### src/sv/mst_pkg.sv
// Shared types, constants and controller commands for the multiset table.
package mst_pkg;

  localparam int unsigned MaxItemsDefault    = 256;
  localparam int unsigned MaxDistinctDefault = 256;
  localparam int unsigned ValueBitsDefault   = 32;

  localparam int unsigned KindW  = 2;
  localparam int unsigned InValW = 32;
  localparam int unsigned StatW  = 2;
  localparam int unsigned CntW   = 9;

  localparam logic [KindW-1:0] KindAdd    = 2'd0;
  localparam logic [KindW-1:0] KindRemove = 2'd1;

  localparam logic [StatW-1:0] StatDone    = 2'd0;
  localparam logic [StatW-1:0] StatMissing = 2'd1;
  localparam logic [StatW-1:0] StatFull    = 2'd2;

  typedef enum logic [3:0] {
    StIdle,
    StFind,
    StCount,
    StDecide,
    StLast,
    StShift,
    StRecount,
    StDshift,
    StRenum,
    StFinal,
    StFcount,
    StOut
  } state_e;

  // Commands from the controller to the datapath.
  typedef struct packed {
    logic load;      // capture the input word
    logic clr_ptr;   // restart the scan pointer
    logic step;      // advance the scan pointer
    logic find;      // distinct search step
    logic count;     // occurrence counting step
    logic add;       // perform the append
    logic last;      // backward search step
    logic shift;     // occurrence shift step
    logic dshift;    // distinct shift step
    logic renum;     // renumber step
    logic drop;      // decrement occurrence fill
    logic ddrop;     // decrement distinct fill
    logic clr_cnt;   // clear occurrence count
    logic set_stat;  // latch status
    logic [1:0] stat;
  } cmd_t;

  // Status from the datapath to the controller.
  typedef struct packed {
    logic is_add;
    logic is_remove;
    logic found;
    logic scan_done;  // pointer reached the end of the active range
    logic rd_hit;     // registered read matched
    logic occ_full;
    logic dist_full;
    logic cnt_zero;
  } stat_t;

endpackage

### src/sv/mst_ctrl.sv
// Controller state machine sequencing the scans of the multiset table.
module mst_ctrl import mst_pkg::*; (
  input  logic  clk_i,
  input  logic  rst_ni,
  input  logic  in_valid_i,
  output logic  in_ready_o,
  output logic  out_valid_o,
  input  logic  out_ready_i,
  input  stat_t stat_i,
  output cmd_t  cmd_o
);

  state_e state_q, state_d;

  always_ff @(posedge clk_i or negedge rst_ni) begin
    if (!rst_ni) begin
      state_q <= StIdle;
    end else begin
      state_q <= state_d;
    end
  end

  // Next state and commands.
  always_comb begin
    state_d     = state_q;
    cmd_o       = '0;
    in_ready_o  = 1'b0;
    out_valid_o = 1'b0;
    unique case (state_q)
      StIdle: begin
        in_ready_o = 1'b1;
        if (in_valid_i) begin
          cmd_o.load    = 1'b1;
          cmd_o.clr_ptr = 1'b1;
          state_d       = StFind;
        end
      end
      StFind: begin
        cmd_o.find = 1'b1;
        cmd_o.step = 1'b1;
        if (stat_i.scan_done) begin
          cmd_o.clr_ptr = 1'b1;
          cmd_o.clr_cnt = 1'b1;
          state_d       = StCount;
        end
      end
      StCount: begin
        cmd_o.count = 1'b1;
        cmd_o.step  = 1'b1;
        if (stat_i.scan_done) begin
          cmd_o.clr_ptr = 1'b1;
          state_d       = StDecide;
        end
      end
      StDecide: begin
        cmd_o.set_stat = 1'b1;
        cmd_o.stat     = StatDone;
        state_d        = StOut;
        if (stat_i.is_add) begin
          if (stat_i.occ_full || (!stat_i.found && stat_i.dist_full)) begin
            cmd_o.stat = StatFull;
          end else begin
            cmd_o.add = 1'b1;
            state_d   = StFcount;
          end
        end else if (stat_i.is_remove) begin
          if (!stat_i.found) begin
            cmd_o.stat = StatMissing;
          end else begin
            state_d = StLast;
          end
        end
      end
      StLast: begin
        cmd_o.last = 1'b1;
        if (stat_i.rd_hit) begin
          cmd_o.clr_ptr = 1'b1;
          state_d       = StShift;
        end else begin
          cmd_o.step = 1'b1;
        end
      end
      StShift: begin
        cmd_o.shift = 1'b1;
        cmd_o.step  = 1'b1;
        if (stat_i.scan_done) begin
          cmd_o.clr_ptr = 1'b1;
          cmd_o.drop    = 1'b1;
          cmd_o.clr_cnt = 1'b1;
          state_d       = StRecount;
        end
      end
      StRecount: begin
        cmd_o.count = 1'b1;
        cmd_o.step  = 1'b1;
        if (stat_i.scan_done) begin
          cmd_o.clr_ptr = 1'b1;
          state_d       = stat_i.cnt_zero ? StDshift : StOut;
        end
      end
      StDshift: begin
        cmd_o.dshift = 1'b1;
        cmd_o.step   = 1'b1;
        if (stat_i.scan_done) begin
          cmd_o.clr_ptr = 1'b1;
          state_d       = StRenum;
        end
      end
      StRenum: begin
        cmd_o.renum = 1'b1;
        cmd_o.step  = 1'b1;
        if (stat_i.scan_done) begin
          cmd_o.ddrop = 1'b1;
          state_d     = StOut;
        end
      end
      StFcount: begin
        cmd_o.clr_ptr = 1'b1;
        cmd_o.clr_cnt = 1'b1;
        state_d       = StFinal;
      end
      StFinal: begin
        cmd_o.count = 1'b1;
        cmd_o.step  = 1'b1;
        if (stat_i.scan_done) begin
          state_d = StOut;
        end
      end
      StOut: begin
        out_valid_o = 1'b1;
        if (out_ready_i) begin
          state_d = StIdle;
        end
      end
      default: state_d = StIdle;
    endcase
  end

  // A result waits until it is taken.
  a_hold: assert property (@(posedge clk_i) disable iff (!rst_ni)
    out_valid_o && !out_ready_i |=> out_valid_o) else $error("result dropped");
  // No input is taken while a result is pending.
  a_excl: assert property (@(posedge clk_i) disable iff (!rst_ni)
    !(in_ready_o && out_valid_o)) else $error("overlap of input and result");
  // An accepted word always starts with a search.
  a_start: assert property (@(posedge clk_i) disable iff (!rst_ni)
    in_ready_o && in_valid_i |=> state_q == StFind) else $error("bad start");

endmodule

### config.mk
export PLATFORM = sky130hd
export DESIGN_NAME = mst_ctrl
export DESIGN_NICKNAME = d
export VERILOG_FILES = /design/src/sv/mst_pkg.sv /design/src/sv/mst_ctrl.sv
export SDC_FILE = /design/constraint.sdc
export NUM_CORES = 1
export LEC_CHECK = 0
export ABC_AREA = 1
export CAP_MARGIN = 10
export CORE_AREA = 2 2 39 41
export DETAILED_ROUTE_END_ITERATION = 8
export DIE_AREA = 0 0 41 43
export DONT_BUFFER_PORTS = 1
export HOLD_SLACK_MARGIN = 0.15
export PLACE_DENSITY = 0.65
export SLEW_MARGIN = 20
export SYNTH_ARGS = -nofsm -noshare
export SYNTH_HDL_FRONTEND = slang
export SYNTH_SLANG_ARGS = --single-unit
### constraint.sdc
create_clock -name clk_i -period 1.25 [get_ports clk_i]
set_input_delay 0.125 -clock clk_i [delete_from_list [all_inputs] [get_ports clk_i]]
set_output_delay 0.125 -clock clk_i [all_outputs]
set_load 0.01 [all_outputs]
==> run summary, run 1 <==
Outcome -> finished, violations left
Failing checks -> negative setup slack
Total number of yosys warnings -> 0
Share of cells above drive strength 1 -> 0.6615
Syn Area/Cell -> 5.449 um^2
Die area -> 0.001763 mm^2
Crit path largest cell delay -> 470 ps
Final Setup Violations -> 20
Largest net degree at the start of global routing -> 7
Residual DRC -> 0
CP delay by family, top -> flip-flops
Commonest non-fill, non-tap cell in the layout -> buf_4
PortBufs -> 0
Post-synth top area share -> 0.1975
Vias in the first global route -> 724
Antenna violations before repair -> 0
Biggest regs -> state_q: 4 flops
RSZ-0062 raised after global routing -> true
Post-Layout Inst Area -> 0.001075 mm^2
Fillers -> 86
Post-synthesis cell count -> 93
Synthesized cell area -> 506.7 um^2
Worst r2r path cells -> 8
Placed Cells incl. Taps -> 131
Crit path depth -> 6
Total CTS buffers -> 3
CP endpoint kind -> output port
Total core area -> 0.001384 mm^2
Vias/cell -> 5.582
Post-synthesis adder-cell area fraction -> 0
Max-cap viol count -> 0
Ordered list of cells on the worst path -> inv_2 -> nand2_4 -> nand2_2 -> a21oi_1 -> a21oi_1 -> nand2_1
Final #Nets -> 144
Clock Skew -> 0.3579 ps
Via Count -> 815
Main combinational cell family by area after synthesis -> simple AND/OR/NAND/NOR gates
Antenna cells -> 0
Tot GR Track Use -> 0.2624
Crit Path Max Fanout -> 6
Slew @ Worst Pin -> 298.9 ps
Crit path time final -> 1555 ps
Die width -> 41 um
Cell repeated most along the worst path -> a21oi_1
Post-placement worst setup slack -> -87.54 ps
Final Hold Viols -> 0
Final setup TNS -> -2690 ps
Final std cells w/o fill -> 146
Crit path to -> cmd_o[14]
Initial Utilization -> 0.3662
Post-DP HPWL -> 1295 um
Clock root cell -> clkbuf_4
Worst hold path class -> in2async
Placed Area -> 691.9 um^2
Reg-to-reg slack, setup -> -180 ps
Post-synthesis register bit count -> 4
CP Data Required Time -> 1120 ps
Drt wl/cell -> 17.27 um
Crit Path Category -> reg2out
Mux share of post-synthesis cell area -> 0
Drt pass-1 iters -> 5
TritonCTS clock tree -> built
Clock Path Buffers -> 2
Max reg flops -> 4
Crit. Startpoint -> state_q[0]
Cell with the largest stage delay on the worst path -> dfrtp_2
Post-Route WL -> 2521 um
Reg2reg end -> state_q[1]
Reg2reg start -> state_q[3]
Final worst slack -> -304.6 ps
CTS clk-pin slew, worst paths -> 30 ps
Commonest non-fill, non-tap cells in the layout -> buf_4, nand2_1, nor2_4, buf_6, nand3_1
Max-slew headroom -> 0.8005
Synth cell types -> 16
Syn Nets -> 105
Largest area contributor in the netlist -> dfrtp_1
Synth area leaders -> dfrtp_1, nand2_1, inv_1
Arr. time, crit path -> 1430 ps
Leak -> 0.5419 nW
Worst VDD drop -> 1.541 mV
H-tree Lvls -> 1
Min Hold Slack -> 163.1 ps
Seq/Total Area, Yosys -> 0.1975
Slew Viols, Final -> 0
Synthesis-to-finish area growth -> 112.1%
First-pass GRT wire length -> 3111 um
Routed Antenna Nets -> 0
Clock Latency Late Sink -> 230 ps
Std-Cell Rows -> 14
Compound-cell area share of the yosys netlist -> 0.1185
Overflow left after global routing -> 0
Chip Height -> 43 um
Period utilisation layout -> 1.244
Peak Freq -> 643.3 MHz
Synth Area in Simple Gates -> 0.5506
Startpoint types -> register
Initial DRC count -> 22
Gpl congestion -> 0.8744
Num Clock Sinks -> 4
XOR/XNOR share of the synthesized area -> 0
Ports -> 30
WP buf/inv -> 1
Power density over cell area -> 2820 mW/mm^2
Most flop-heavy register -> state_q
-- what timing repair did --
item,CTS,global route
pin swaps,9,10
hold endpoints to repair,4,0
hold buffers,1,0
setup buffers,7,5
gates resized for setup,54,24
setup endpoints to repair,22,22
-- synth_stat cells --
master and n:
nand2_1 25, inv_1 16, nor2_1 12, nand3_1 11, a21oi_1 5, dfrtp_1 4
nand2_2 3, o21ai_0 3, inv_2 2, nand3_2 2, nand4_1 2, nor2_2 2
nor3_1 2, o22ai_1 2, a211oi_1 1, nand2_4 1
-- power breakdown --
group / internal, mW / switching (mW)
sequential: 0.205 / 0.176
clock: 0.107 / 0.0463
combinational: 1.09 / 1.41
-- per-stage QoR --
step / power (mW) / utilization
detailed placement: 1.728 / 0.5000
floorplan: 1.156 / -
finish: 3.031 / 0.7767
global placement: 1.726 / 0.5000
global route: 3.232 / 0.7767
CTS: 2.442 / 0.6772
-- worst min-delay path by stage --
| stage | start | endpoint | slack (ps) | cells after the start |
|---|---|---|---|---|
| 2_1_floorplan | rst_ni | state_q[0] | -170 | 0 |
| 3_3_place_gp | rst_ni | state_q[0] | -170 | 0 |
| 3_5_place_dp | rst_ni | state_q[2] | -170 | 0 |
| 4_1_cts | rst_ni | state_q[0] | 150 | 1 |
| 5_1_grt | rst_ni | state_q[2] | 160 | 1 |
| 6_report | rst_ni | state_q[2] | 160 | 1 |
-- final cells by class --
class | instances | area [um^2] | area share
Timing Repair Buffer | 34 | 307.8 | 0.2864
Inverter | 18 | 85.08 | 0.07916
Sequential cell | 4 | 105.1 | 0.09779
Clock buffer | 3 | 22.52 | 0.02095
Multi-Input combinational cell | 71 | 534.3 | 0.4971
Tap cell | 16 | 20.02 | 0.01863
-- kinds of logic after synthesis --
kind of cell / count (synthesis)
simple gates: 60
buf+inv: 18
compound gates: 11
flops: 4
-- worst reg2reg max path, stage by stage (launching register included) --
cell	delay [ps]
dfrtp_2	480
inv_4	90
nor2_4	180
buf_4	150
nand2_4	60
nand3_2	110
nand2_2	80
nand3_1	120
nand2_1	60
-- per-layer routing --
metal	global-route usage	vias up	wire (um)
met1	0.2974	387	921
li1	-	377	-
met2	0.4656	40	1409
met3	0.02618	11	126
met4	0.1000	0	63
met5	0	-	0
No activity file was read; power rests on OpenSTA's default activity.
==> inputs of run 2 (changes only) <==
- ABC_AREA: 1 -> not set
- PLACE_DENSITY: 0.65 -> 0.72
==> run summary, run 2 <==
Slew Viols, Final -> 0 (unchanged)
Chip Height -> 43 um (unchanged)
Startpoint types -> register
Final #Nets -> 135 (-6.3%)
Fillers -> 73 (-15%)
Outcome -> finished, violations left
Area of the multi-input gates -> 635.6 um^2 (+19%)
Final Hold Viols -> 0 (unchanged)
Initial DRC count -> 23 (+4.5%)
Max reg flops -> 4 (unchanged)
Via Count -> 865 (+6.1%)
H-tree Lvls -> 1 (unchanged)
Worst VDD drop -> 1.566 mV (+1.7%)
Period utilisation layout -> 1.343 (+0.09968)
Final worst slack -> -429.2 ps (-124.6 ps)
Residual DRC -> 0 (unchanged)
Post-synthesis cell count -> 85 (-8.6%)
Gpl congestion -> 0.8766 (+0.25%)
Synthesized cell area -> 586.8 um^2 (+16%)
Ports -> 30 (unchanged)
Tot Pwr -> 3.214 mW (+6.0%)
Overflow left after global routing -> 0 (unchanged)
Leak -> 0.4696 nW (-13%)
TritonCTS clock tree -> built
Num Clock Sinks -> 4 (unchanged)
Post-synth top area share -> 0.1706 (-0.02696)
Vias/cell -> 6.314 (+13%)
Asr flop ratio synth -> 1.000 (unchanged)
Max-slew headroom -> 0.7614 (-0.03908)
Number of flops mapped to enable cells by yosys -> 0 (unchanged)
Post-synthesis register bit count -> 4 (unchanged)
PortBufs -> 0 (unchanged)
Worst hold path class -> in2async
Drt pass-1 iters -> 4 (-1)
Share of cells above drive strength 1 -> 0.5950 (-0.06650)
Post-synth top cells -> nor2_1, a21oi_1, nand2_1, nor3_1
Synth area leaders -> dfrtp_1, nor2_1, a21oi_1
Peak Freq -> 595.5 MHz (-7.4%)
RSZ-0062 raised after global routing -> true
Worst r2r path cells -> 6 (-2)
Synthesis-to-finish area growth -> 98.72%
Most common cell in the netlist -> nor2_1
Total number of yosys warnings -> 0 (unchanged)
Crit path time final -> 1679 ps (+124.6 ps)
Tot GR Track Use -> 0.3260 (+0.06359)
Synth Flop Type -> dfrtp_1
Reg2reg start -> state_q[0]
CP Data Required Time -> 1120 ps (about the same)
Largest area contributor in the netlist -> dfrtp_1
Post-Route WL -> 2807 um (+11%)
Failing checks -> negative setup slack
Reg-to-reg slack, setup -> -370 ps (-190 ps)
Final core utilization -> 0.8427 (+0.06600)
Initial Utilization -> 0.4241 (+0.05787)
Largest net degree at the start of global routing -> 23 (+16)
Storage cell area -> 101.3 um^2 (-3.6%)
Routed Antenna Nets -> 0 (unchanged)
Vias in the first global route -> 843 (+16%)
Commonest non-fill, non-tap cells in the layout -> buf_4, buf_6, nor2_1, a21oi_1
Seq/Total Area, Yosys -> 0.1706 (-0.02696)
Die width -> 41 um (unchanged)
First-pass GRT wire length -> 3933 um (+26%)
Commonest non-fill, non-tap cell in the layout -> buf_4
Crit. Startpoint -> state_q[2]
Clock Path Buffers -> 2 (unchanged)
Crit Path Category -> reg2out
Clock Latency Late Sink -> 250 ps (+20 ps)
Arr. time, crit path -> 1550 ps (+120 ps)
Biggest regs -> state_q: 4 flops
Max-cap viol count -> 0 (unchanged)
Syn Nets -> 97 (-7.6%)
Std-Cell Rows -> 14 (unchanged)
Antenna violations before repair -> 0 (unchanged)
Post-DP HPWL -> 1487 um (+15%)
Total core area -> 0.001384 mm^2 (unchanged)
Die area -> 0.001763 mm^2 (unchanged)
Most flop-heavy register -> state_q
Slew @ Worst Pin -> 357.1 ps (+58.22 ps)
CTS clk-pin slew, worst paths -> 50 ps (+20 ps)
Syn Area/Cell -> 6.904 um^2 (+27%)
Drt wl/cell -> 20.49 um (+19%)
Clock root cell -> clkbuf_4
Antenna cells -> 0 (unchanged)
Clock Skew -> 20.62 ps (+20.26 ps)
Crit Path Max Fanout -> 6 (unchanged)
Power density over cell area -> 2757 mW/mm^2 (-2.3%)
Total CTS buffers -> 3 (unchanged)
Final Setup Violations -> 22 (+10%)
CP endpoint kind -> output port
Synth cell types -> 38 (+22)
-- run 2: changes by cell type after synthesis, moves of 3 or more --
cell,previous run,this run
nand3_1,11,1
nand2_1,25,6
nand2_2,3,0
nand2b_1,0,3
inv_1,16,5
nand3b_1,0,3
nor3_1,2,6
-- run 2: what timing repair did --
action | CTS | global route
buffers inserted | 7 | 2
gates resized for setup | 51 | 9
endpoints found under the hold margin | 6 | 0
hold buffers | 3 | 0
setup endpoints to repair | 22 | 22
pin swaps | 10 | 4
-- run 2: worst max-delay path, cell delays in order (launching register included) --
cell and delay (ps):
dfrtp_1 430, buf_4 180, buf_4 160, o21ai_1 180, o21ai_1 100, a221oi_2 260
-- run 2: path summary, 6_finish.rpt --
path,endpoint
worst max-delay path,cmd_o[14]
min in group clk_i,state_q[3]
worst min-delay path,state_q[1]
worst max register to register,state_q[0]
worst min register to register,state_q[1]
max in group asynchronous,state_q[3]
-- run 2: logic make-up (layout without fill, tap and decap cells) --
logic type,Yosys count,after routing,synth area share
flops,4,4,0.1706
compound gates,27,27,0.3284
buf+inv,11,47,0.08740
mux,1,1,0.01919
simple gates,41,41,0.3796
xor+xnor,1,1,0.01493
-- run 2: stage by stage --
| step | setup slack [ps] | cells | hold WS, ps | TNS (ps) | area (um^2) |
|---|---|---|---|---|---|
| 4_1_cts | -320.8 | 135 | 161.2 | -4294 | 1112 |
| 2_1_floorplan | -153.2 | 85 | -170.6 | -395.2 | 644.4 |
| 6_report | -429.2 | 137 | 148.0 | -5396 | 1166 |
| 5_1_grt | -464.3 | 137 | 163.9 | -6049 | 1166 |
| 3_3_place_gp | -161.1 | 122 | -170.5 | -1428 | 810.8 |
| 3_5_place_dp | -217.5 | 122 | -170.5 | -1912 | 810.8 |
-- run 2: metal layers --
| metal | up-vias | share of wire | track usage |
|---|---|---|---|
| met5 | - | 0 | 0 |
| met4 | 0 | 0.048 | 0.1267 |
| met3 | 14 | 0.076 | 0.08377 |
| met2 | 54 | 0.52 | 0.5406 |
| met1 | 408 | 0.35 | 0.3754 |
| li1 | 389 | - | - |
-- run 2: final cells by class --
cell class                      instances  share of cell area
Tap cell                               16             0.01717
Sequential cell                         4             0.08691
Timing Repair Buffer                   39              0.3090
Inverter                                5             0.02253
Clock buffer                            3             0.01931
Multi-Input combinational cell         70              0.5451
-- run 2: power by group --
| group | internal [mW] | total (mW) | leakage (nW) | switching [mW] |
|---|---|---|---|---|
| Clock | 0.108 | 0.177 | 0.0138 | 0.0682 |
| Combinational | 1.33 | 2.75 | 0.408 | 1.42 |
| Sequential | 0.195 | 0.286 | 0.0478 | 0.0903 |
| Total | 1.63 | 3.21 | 0.470 | 1.58 |
